<file path="src/rtl/jos_pkg.sv">
// Shared constants and types for the Josephus elimination-order block.
package jos_pkg;

    localparam int MAX_PEOPLE = 64;
    localparam int IDX_W      = $clog2(MAX_PEOPLE);
    localparam int SIZE_W     = 7;
    localparam int STEP_W     = 8;
    localparam int START_W    = 7;

    typedef enum logic [2:0] {
        S_IDLE,
        S_INIT,
        S_START,
        S_COUNT,
        S_EMIT,
        S_SEEK,
        S_LAST
    } t_state;

    typedef struct packed {
        logic init;
        logic hop;
        logic kill;
    } t_ring_cmd;

    typedef struct packed {
        t_ring_cmd              cmd;
        logic [IDX_W-1:0]       last_idx;
    } t_ring_ctl;

endpackage

</file>
<file path="src/rtl/josephus_elimination_order.sv">
// Top level of the Josephus elimination-order block: sequencer and ring of cells.
//
// One input beat starts a run over a ring of up to 64 people; the block then
// gives one result beat per person, in removal order, the survivor last with
// o_last_one set. A count token moves one ring position per cycle while the
// sequencer is stepping it (not while a result beat waits on i_out_stall)
// through a row of cells, removed positions included: it first walks from
// person 1 to the start position, then for each removal passes positions
// while counting step_count people still in the ring, holds for the result
// beat and then seeks the next person still in the ring; as the ring thins
// the count walks more and more empty positions. The next input beat is
// taken once the survivor beat has been accepted. Ring size 0 gives no
// results; ring size above 64 acts as 64, step or start of 0 as 1.
module josephus_elimination_order (
    input  logic                            i_clk,
    input  logic                            i_rst_n,
    input  logic                            i_in_valid,
    output logic                            o_in_stall,
    input  logic [jos_pkg::SIZE_W-1:0]      i_ring_size,
    input  logic [jos_pkg::STEP_W-1:0]      i_step_count,
    input  logic [jos_pkg::START_W-1:0]     i_start_pos,
    output logic                            o_out_valid,
    input  logic                            i_out_stall,
    output logic [jos_pkg::SIZE_W-1:0]      o_person_label,
    output logic                            o_last_one
);

    jos_pkg::t_ring_ctl                 ctl;
    logic [jos_pkg::MAX_PEOPLE-1:0]     tok_fwd;
    logic [jos_pkg::MAX_PEOPLE-1:0]     tok_wrap;
    logic [jos_pkg::MAX_PEOPLE-1:0]     tok_in;
    logic [jos_pkg::MAX_PEOPLE-1:0]     hit_next;

    jos_ctrl u_ctrl (
        .i_clk          (i_clk),
        .i_rst_n        (i_rst_n),
        .i_in_valid     (i_in_valid),
        .o_in_stall     (o_in_stall),
        .i_ring_size    (i_ring_size),
        .i_step_count   (i_step_count),
        .i_start_pos    (i_start_pos),
        .o_out_valid    (o_out_valid),
        .i_out_stall    (i_out_stall),
        .o_person_label (o_person_label),
        .o_last_one     (o_last_one),
        .i_next_alive   (|hit_next),
        .o_ctl          (ctl)
    );

    assign tok_in[0] = |tok_wrap;
    assign tok_in[jos_pkg::MAX_PEOPLE-1:1] = tok_fwd[jos_pkg::MAX_PEOPLE-2:0];

    for (genvar g = 0; g < jos_pkg::MAX_PEOPLE; g++) begin : g_cell
        jos_cell u_cell (
            .i_clk      (i_clk),
            .i_rst_n    (i_rst_n),
            .i_cmd      (ctl.cmd),
            .i_member   (jos_pkg::IDX_W'(g) <= ctl.last_idx),
            .i_first    (g == 0),
            .i_last     (jos_pkg::IDX_W'(g) == ctl.last_idx),
            .i_tok      (tok_in[g]),
            .o_tok_fwd  (tok_fwd[g]),
            .o_tok_wrap (tok_wrap[g]),
            .o_hit_next (hit_next[g])
        );
    end

endmodule

</file>
<file path="src/rtl/jos_cell.sv">
// One ring position: alive flag and the circulating count token.
module jos_cell (
    input  logic                i_clk,
    input  logic                i_rst_n,
    input  jos_pkg::t_ring_cmd  i_cmd,
    input  logic                i_member,
    input  logic                i_first,
    input  logic                i_last,
    input  logic                i_tok,
    output logic                o_tok_fwd,
    output logic                o_tok_wrap,
    output logic                o_hit_next
);

    logic r_alive;
    logic r_tok;

    always_ff @(posedge i_clk) begin
        if (!i_rst_n) begin
            r_alive <= 1'b0;
            r_tok   <= 1'b0;
        end else if (i_cmd.init) begin
            r_alive <= i_member;
            r_tok   <= i_first;
        end else begin
            if (i_cmd.hop) begin
                r_tok <= i_tok;
            end
            if (i_cmd.kill) begin
                r_alive <= r_alive & ~r_tok;
            end
        end
    end

    assign o_tok_fwd  = r_tok & ~i_last;
    assign o_tok_wrap = r_tok & i_last;
    assign o_hit_next = i_tok & r_alive;

endmodule

</file>
<file path="src/rtl/jos_ctrl.sv">
// Run sequencer: start offset, step counting, removal and result beats.
module jos_ctrl (
    input  logic                            i_clk,
    input  logic                            i_rst_n,
    input  logic                            i_in_valid,
    output logic                            o_in_stall,
    input  logic [jos_pkg::SIZE_W-1:0]      i_ring_size,
    input  logic [jos_pkg::STEP_W-1:0]      i_step_count,
    input  logic [jos_pkg::START_W-1:0]     i_start_pos,
    output logic                            o_out_valid,
    input  logic                            i_out_stall,
    output logic [jos_pkg::SIZE_W-1:0]      o_person_label,
    output logic                            o_last_one,
    input  logic                            i_next_alive,
    output jos_pkg::t_ring_ctl              o_ctl
);

    jos_pkg::t_state                r_state, n_state;
    logic [jos_pkg::IDX_W-1:0]      r_pos;
    logic [jos_pkg::IDX_W-1:0]      r_last_idx;
    logic [jos_pkg::STEP_W-1:0]     r_step;
    logic [jos_pkg::STEP_W-1:0]     r_cnt;
    logic [jos_pkg::START_W-1:0]    r_hops;
    logic [jos_pkg::SIZE_W-1:0]     r_rem;

    logic [jos_pkg::SIZE_W-1:0]     sat_size;
    logic [jos_pkg::STEP_W-1:0]     eff_step;
    logic [jos_pkg::START_W-1:0]    eff_start;
    logic                           in_acc;
    logic                           to_count;
    jos_pkg::t_ring_cmd             cmd;

    assign sat_size  = (i_ring_size > jos_pkg::SIZE_W'(jos_pkg::MAX_PEOPLE))
                     ? jos_pkg::SIZE_W'(jos_pkg::MAX_PEOPLE) : i_ring_size;
    assign eff_step  = (i_step_count == '0) ? jos_pkg::STEP_W'(1) : i_step_count;
    assign eff_start = (i_start_pos == '0) ? jos_pkg::START_W'(1) : i_start_pos;
    assign in_acc    = i_in_valid && !o_in_stall;

    always_comb begin
        n_state = r_state;
        case (r_state)
            jos_pkg::S_IDLE: begin
                if (in_acc && i_ring_size != '0) n_state = jos_pkg::S_INIT;
            end
            jos_pkg::S_INIT:  n_state = jos_pkg::S_START;
            jos_pkg::S_START: begin
                if (r_hops == '0) begin
                    n_state = (r_rem > jos_pkg::SIZE_W'(1)) ? jos_pkg::S_COUNT
                                                            : jos_pkg::S_LAST;
                end
            end
            jos_pkg::S_COUNT: begin
                if (r_cnt == '0) n_state = jos_pkg::S_EMIT;
            end
            jos_pkg::S_EMIT: begin
                if (!i_out_stall) n_state = jos_pkg::S_SEEK;
            end
            jos_pkg::S_SEEK: begin
                if (i_next_alive) begin
                    n_state = (r_rem == jos_pkg::SIZE_W'(1)) ? jos_pkg::S_LAST
                                                             : jos_pkg::S_COUNT;
                end
            end
            jos_pkg::S_LAST: begin
                if (!i_out_stall) n_state = jos_pkg::S_IDLE;
            end
            default: n_state = jos_pkg::S_IDLE;
        endcase
    end

    always_comb begin
        cmd.init    = 1'b0;
        cmd.hop     = 1'b0;
        cmd.kill    = 1'b0;
        o_in_stall  = 1'b1;
        o_out_valid = 1'b0;
        o_last_one  = 1'b0;
        case (r_state)
            jos_pkg::S_IDLE:  o_in_stall = !i_rst_n;
            jos_pkg::S_INIT:  cmd.init = 1'b1;
            jos_pkg::S_START: cmd.hop = (r_hops != '0);
            jos_pkg::S_COUNT: cmd.hop = (r_cnt != '0);
            jos_pkg::S_EMIT: begin
                o_out_valid = 1'b1;
                cmd.kill    = !i_out_stall;
            end
            jos_pkg::S_SEEK:  cmd.hop = 1'b1;
            jos_pkg::S_LAST: begin
                o_out_valid = 1'b1;
                o_last_one  = 1'b1;
            end
            default: o_in_stall = 1'b1;
        endcase
    end

    assign to_count = (n_state == jos_pkg::S_COUNT) && (r_state != jos_pkg::S_COUNT);

    always_ff @(posedge i_clk) begin
        if (!i_rst_n) begin
            r_state <= jos_pkg::S_IDLE;
        end else begin
            r_state <= n_state;
        end
    end

    always_ff @(posedge i_clk) begin
        if (r_state == jos_pkg::S_IDLE && in_acc) begin
            r_last_idx <= jos_pkg::IDX_W'(sat_size - jos_pkg::SIZE_W'(1));
            r_step     <= eff_step;
            r_hops     <= eff_start - jos_pkg::START_W'(1);
            r_rem      <= sat_size;
        end
        if (cmd.init) begin
            r_pos <= '0;
        end
        if (cmd.hop) begin
            r_pos <= (r_pos == r_last_idx) ? '0 : r_pos + jos_pkg::IDX_W'(1);
        end
        if (r_state == jos_pkg::S_START && cmd.hop) begin
            r_hops <= r_hops - jos_pkg::START_W'(1);
        end
        if (r_state == jos_pkg::S_COUNT && cmd.hop && i_next_alive) begin
            r_cnt <= r_cnt - jos_pkg::STEP_W'(1);
        end
        if (to_count) begin
            r_cnt <= r_step - jos_pkg::STEP_W'(1);
        end
        if (cmd.kill) begin
            r_rem <= r_rem - jos_pkg::SIZE_W'(1);
        end
    end

    assign o_person_label = jos_pkg::SIZE_W'(r_pos) + jos_pkg::SIZE_W'(1);
    assign o_ctl.cmd      = cmd;
    assign o_ctl.last_idx = r_last_idx;

endmodule
</file>
<file path="config.mk">
export PLATFORM = sky130hd
export DESIGN_NAME = josephus_elimination_order
export DESIGN_NICKNAME = d
export VERILOG_FILES = /design/src/rtl/jos_pkg.sv /design/src/rtl/josephus_elimination_order.sv /design/src/rtl/jos_cell.sv /design/src/rtl/jos_ctrl.sv
export SDC_FILE = /design/constraint.sdc
export NUM_CORES = 1
export LEC_CHECK = 0
export BUFFER_PORTS_ARGS = -buffer_cell sky130_fd_sc_hd__buf_2
export CORE_MARGIN = 2
export CORE_UTILIZATION = 45
export DETAILED_ROUTE_END_ITERATION = 10
export GPL_TIMING_DRIVEN = 0
export SETUP_SLACK_MARGIN = 0.1
export SLEW_MARGIN = 20
export SYNTH_ARGS = -nofsm -noshare
export SYNTH_HDL_FRONTEND = slang
export SYNTH_SLANG_ARGS = --single-unit
</file>
<file path="constraint.sdc">
create_clock -name i_clk -period 4.3 [get_ports i_clk]
set_input_delay 0.86 -clock i_clk [delete_from_list [all_inputs] [get_ports i_clk]]
set_output_delay 0.86 -clock i_clk [all_outputs]
set_load 0.005 [all_outputs]
</file>
# --- Word-level counts from Yosys, hierarchy flattened ---
# Index checks and enable logic that the tools add are counted.
word_totals:
  ff_bits: 173
  output_inout_bits: 10
classes:
  add_sub_neg: 8
  n_lt_le_gt_ge: 66
  eq_ne: 73
  mux: 156
  n_bitwise: 383
  reduce_logical: 28
op_table:
  columns: ["cell", "count"]
  rows:
  - ["$and A1 B1 Y1", 255]
  - ["$eq A6 B6 Y1 const A", 32]
  - ["$le A6 B6 Y1 const A", 32]
  - ["$mux W1", 135]
  - ["$not A1 Y1", 128]
  - ["$reduce_or A64 Y1", 2]
  - ["$eq A5 B6 Y1 const A", 16]
  - ["$le A5 B6 Y1 const A", 16]
  - ["$eq A4 B6 Y1 const A", 8]
  - ["$le A4 B6 Y1 const A", 8]
  - ["$mux W7", 6]
  - ["$eq A3 B6 Y1 const A", 4]
  - ["$le A3 B6 Y1 const A", 4]
  - ["$mux W3", 8]
  - ["$pmux W3 S7", 1]
  - ["$sub A7 B1 Y7 const B", 3]
  - ["$mux W6", 3]
  - ["$logic_not A8 Y1", 2]
  - ["$mux W8", 2]
  - ["$sub A8 B1 Y8 const B", 2]
  - ["$logic_not A7 Y1", 2]
  - ["$reduce_bool A7 Y1", 2]
  - ["$eq A2 B6 Y1 const A", 2]
  - ["$le A1 B6 Y1 const A", 2]
  - ["other kinds (21)", 39]

# --- Depth between registers and ports, before layout ---
depth:
  ltp_word: 10
  ltp_mapped: 19
  ltp_nobuf: 14

# --- Hierarchy ---
# Synthesis repeated with hierarchy kept, for this count alone.
unflattened:
  hier_cells: 1339
  hier_area_um2: 10546.4
modules_own_cells:
  columns: ["mod", "instances", "cells_per_inst", "area_each_um2", "seq_area_each_um2"]
  rows:
  - ["jos_cell", 64, 13, 102.6, 40.0]
  - ["jos_ctrl", 1, 264, 2675.1, 1321.3]
  - ["josephus_elimination_order", 1, 243, 1305.0, 0.0]

# --- Least setup slack after synthesis ---
# No wires, ideal clock.
synth_timing:
  path_kind: "register to register"
  start: "register u_ctrl.r_last_idx[0] (netlist bit)"
  end: "register u_ctrl.r_cnt[4] (netlist bit), data pin"
  setup_time_ps: 261
  t_arrival_ps: 3629
  required_ps: 4039
  slack_ps: 410
  stages_incl_launch_ff: 17
  n_path_buf: 3
  period_less_slack_ps: 3890
  path_cell_list: "edfxtp_1 -> buf_6 -> buf_6 -> nor4_4 -> a21oi_2 -> a2111oi_2 -> nand4_1 -> or4_4 -> o21ai_2 -> and2_1 -> buf_6 -> mux2i_1 -> ha_1 -> inv_1 -> or3_1 -> xor2_1 -> mux2i_1"
synth_between:
  elab_chain_cells: 10
synth_lines:
  columns: ["element", "line_no", "rtl"]
  rows:
  - ["start, declared", "jos_ctrl.sv:20", "logic [jos_pkg::IDX_W-1:0] r_last_idx;"]
  - ["start signal, assigned", "jos_ctrl.sv:108", "r_last_idx <= jos_pkg::IDX_W'(sat_size - jos_pkg::SIZE_W'(1));"]
  - ["$eq A1 B6 Y1 (tied with other cells)", "josephus_elimination_order.sv:60", ".i_last (jos_pkg::IDX_W'(g) == ctl.last_idx),"]
  - ["$and A1 B1 Y1 or $not A1 Y1 (tied branches)", "jos_cell.sv:36, jos_cell.sv:35", null]
  - ["$reduce_or A64 Y1 or $and A1 B1 Y1 (tied branches)", "josephus_elimination_order.sv:50, jos_cell.sv:35", null]
  - ["$and A1 B1 Y1", "jos_cell.sv:37", "assign o_hit_next = i_tok & r_alive;"]
  - ["$reduce_or A64 Y1 (*)", "josephus_elimination_order.sv:46", ".i_next_alive (|hit_next),"]
  - ["$mux W3 (*)", "jos_ctrl.sv:59", "if (i_next_alive) begin"]
  - ["$pmux W3 S7 (*)", "jos_ctrl.sv:41", "case (r_state)"]
  - ["$eq A3 B2 Y1 (*)", "jos_ctrl.sv:96", "assign to_count = (n_state == jos_pkg::S_COUNT) && (r_state != jos_pkg::S_COUNT);"]
  - ["$logic_and A1 B1 Y1 (*)", "jos_ctrl.sv:96", null]
  - ["$mux W8 (*)", "jos_ctrl.sv:125", "if (to_count) begin"]
  - ["end signal, assigned", "jos_ctrl.sv:123", "r_cnt <= r_cnt - jos_pkg::STEP_W'(1);"]
  - ["end signal, assigned", "jos_ctrl.sv:126", "r_cnt <= r_step - jos_pkg::STEP_W'(1);"]
  - ["end, declared", "jos_ctrl.sv:22", "logic [jos_pkg::STEP_W-1:0] r_cnt;"]
# Mark *: on every way between the ends. The rest lies on a longest branch, timed or not.
# A chain may end at the register's enable or synchronous reset.

# --- Worst setup path in the final report ---
layout_timing:
  start: "register u_ctrl.r_last_idx[4] (netlist bit)"
  end: "register u_ctrl.r_cnt[4] (netlist bit), data pin"
# The elaborated chain is that of the path after synthesis.

==> implementation parameters <==
Parameter                              Value

Timing
  Final setup skew    12.7 ps
  Shortest period the worst path allows    4280 ps
  Least-Margin Pin Slew    1250 ps
  Final slew viol count    0
  Unrepaired setup endpoints after global routing    true
  Max-Slew Margin vs Limit    16.3%
  Final worst path period share    99.5%
  Final Setup Violations    0
  Hold WS    456 ps
  Min setup slack post-route    22.4 ps
  Max Clk Rate    234 MHz
  Final count of hold timing violations    0

Logic synthesis
  Count of unique library cells instantiated by Yosys    76
  Flip-flop cell with the highest count after synthesis    dfxtp_1
  Post-synthesis sequential area ratio    40.5%
  Dominant cell type by area after synthesis    dfxtp_1
  Cell types with the largest area share after synthesis    dfxtp_1 (27%), edfxtp_1 (13%), a21oi_1 (11%), nand2_1 (10%), nand3_1 (3.8%)
  Yosys warnings    0
  #FFs+latches synth    173
  Synthesized Nets    1246
  Yosys top cell area share    27.3%
  Count of flip-flops with a built-in enable after synthesis    42
  Post-synth design cell area    9600 um2
  Most frequent cells after synthesis    nand2_1 (261), a21oi_1 (208), dfxtp_1 (131), nand3_1 (73), clkbuf_1 (71)
  Most frequent cell after synthesis    nand2_1
  Synth Area per Inst    7.91 um2
  Gate count of the mapped netlist    1214
  Share of flip-flops with an asynchronous set or reset after synthesis    0%

Route
  Total number of vias    10400
  Residual antenna-violating net count after detailed routing    0
  Wire length reported by the detailed router    43000 um
  Average vias per placed instance    6.48
  Initial DRC Count    1387
  DRC violations left    0
  Detailed-route wire length per cell    26.8 um
  DR pass1 iterations    7

Global routing
  Fraction of met1 tracks used by global routing    53.8%
  Total global-route track usage    38.5%
  GR met3 Demand/Resource    11.3%
  Most Used Layer, Global Route    met2
  Maximum number of pins on one net before global-route repair    17
  Grt total ovfl    0
  Vias in the first global route    9690
  Number of antenna violations at the first check in global routing    0
  First-pass GRT wire length    63000 um
  Met2 Use GR    54.9%

Floorplanning
  Initial core utilization    45.8%
  Vertical extent of the die    150 um
  Number of top-level pins    36
  Std-Cell Core Area    21000 um2
  Row count    53
  Die Area    22500 um2
  Horizontal die dimension    150 um

Critical path
  Required time at the worst-slack endpoint    4500 ps
  Critical Path Source Type    flop
  Delay of the slowest critical-path stage    590 ps
  Arrival time reported for the critical path endpoint    4480 ps
  Ordered cell list for the critical path    buf_2, nor2b_1, clkbuf_2, a21oi_1, nor4_2, nand4_1, or4_4, o21ai_4, and2_4, buf_6, mux2i_4, ha_4, inv_4, or3_4, xor2_1, mux2i_1
  Crit path kind    reg2reg
  Critical-path top delay cell    or4_4
  Top fanout value on the critical path    10
  Critical Path End Type    flop

Placement
  Final HPWL DP    30200 um
  Final GP Congestion    1.04
  Post-placement worst setup slack    -728 ps
  Port Buffers    35
  Area post-placement    10100 um2

Power and ir drop
  Leak Pwr    4.23 nW
  Pwr dens    338 nW/um2
  IR drop worst, VDD    0.276 mV
  Pwr Total    0.00386 W

CTS
  Number of H-tree levels    4
  Clock-pin slew on the worst setup and hold paths    70 ps
  Number of hold buffers added after CTS    0
  Clock tree sinks    173
  Total CTS buffers    17
  Number of buffers between clock root and the deepest sink    2
  Clock latency on the worst-skew pair    450 ps
  Clock root cell    clkbuf_16
  Clock tree from TritonCTS    built

Layout
  Post-route core utilization    54.5%
  Layout cell share with drive strength beyond 1    14.7%
  Layout area overhead    19.0%
  Area of all placed cells without fillers    11400 um2
  Number of nets in the final layout    1346
  Number of antenna diodes    0

Flow run
  MaxCap Viol Count    0

Hold path
  Classification of the worst-slack hold path    reg2reg

Status
  Run status    finished clean
==> kinds of logic after synthesis <==
group / synth area share [%]
xor+xnor: 2.92
buf+inv: 5.53
fa+ha+maj: 0.782
compound gates: 21.7
simple gates: 25.7
flops: 40.5
mux: 2.91
==> path summary, 6_finish.rpt <==
| check | slack, ps | from | to | depth (start not counted) |
|---|---|---|---|---|
| max reg2reg | 20 | u_ctrl.r_last_idx[4]$_DFFE_PP_ | u_ctrl.r_cnt[4]$_DFFE_PP_ | 16 |
| max | 20 | u_ctrl.r_last_idx[4]$_DFFE_PP_ | u_ctrl.r_cnt[4]$_DFFE_PP_ | 16 |
| min reg2reg | 460 | g_cell[11].u_cell.r_alive$_SDFFE_PN0P_ | g_cell[11].u_cell.r_alive$_SDFFE_PN0P_ | 1 |
| min | 460 | g_cell[11].u_cell.r_alive$_SDFFE_PN0P_ | g_cell[11].u_cell.r_alive$_SDFFE_PN0P_ | 1 |
==> metrics by stage <==
step | instances | setup TNS (ps)
final | 1602 | 0
after global routing | 1602 | -95.0
after CTS | 1592 | 0
after detailed placement | 1524 | -1840
after global placement | 1524 | -2590
after floorplan | 1214 | 0
==> routing by layer <==
| layer | up-vias | part of all wire [%] | wire length [um] |
|---|---|---|---|
| met5 | - | 0.040 | 17 |
| met4 | 2 | 6.0 | 2560 |
| met3 | 195 | 12 | 5250 |
| met2 | 757 | 40 | 17200 |
| met1 | 4920 | 42 | 17900 |
| li1 | 4513 | - | - |
==> final cells by class <==
type	instances	area, um2
plain buffers	104	567
flip-flops and latches	173	3880
clock inverters	10	128
repair buffers	82	576
fillers	2098	9530
inverters	20	81.3
multi-input cells	916	5370
clock buffers	22	475
well taps	275	344
==> repair_timing <==
| item | in CTS | in global routing |
|---|---|---|
| setup endpoints to repair | 12 | 9 |
| cloned | 0 | 1 |
| setup buffers | 36 | 10 |
| pin swaps | 18 | 13 |
| gates resized for setup | 72 | 16 |
==> power breakdown <==
part / switching (W) / internal [W] / leakage [nW]
combinational: 0.000310 / 0.000147 / 2.50
sequential: 0.0000353 / 0.00172 / 1.45
clock: 0.000732 / 0.000916 / 0.281
==> registers in the layout (all words and copies together) (netlist names) <==
| signal | count |
|---|---|
| u_ctrl.r_rem | 7 |
| u_ctrl.r_hops | 7 |
| u_ctrl.r_state | 3 |
| g_cell.u_cell.r_alive | 64 |
| u_ctrl.r_step | 8 |
| u_ctrl.r_cnt | 8 |
| g_cell.u_cell.r_tok | 64 |
| u_ctrl.r_last_idx | 6 |
| u_ctrl.r_pos | 6 |
==> critical path, delay by kind of cell, from the launching register on <==
kind | cells | cell delay (ps)
AND/OR/NAND/NOR | 6 | 1890
buffers and inverters | 4 | 740
flip-flops | 1 | 380
AO/OA/AOI/OAI | 2 | 360
multiplexers | 2 | 350
adder cells (fa/ha/maj) | 1 | 190
XOR/XNOR | 1 | 130
==> cells in the final DEF, fill, tap and decap left out, types with 6 or more instances in the layout <==
master,n
a21o_1,17
a21oi_1,206
a221oi_1,6
a22o_1,17
a31oi_1,6
and3_1,8
and4b_1,6
buf_1,12
buf_2,41
buf_4,48
buf_6,9
clkbuf_1,54
clkbuf_16,18
clkbuf_2,7
clkbuf_4,11
dfxtp_1,131
edfxtp_1,42
inv_1,17
mux2i_1,18
nand2_1,261
nand2b_1,10
nand3_1,73
nand4_1,7
nor2_1,34
nor2b_1,16
nor3_1,15
nor4_1,11
nor4_2,6
o211ai_1,17
o21ai_0,38
xnor2_1,18
xor2_1,14
(Power assumes the default switching activity.)
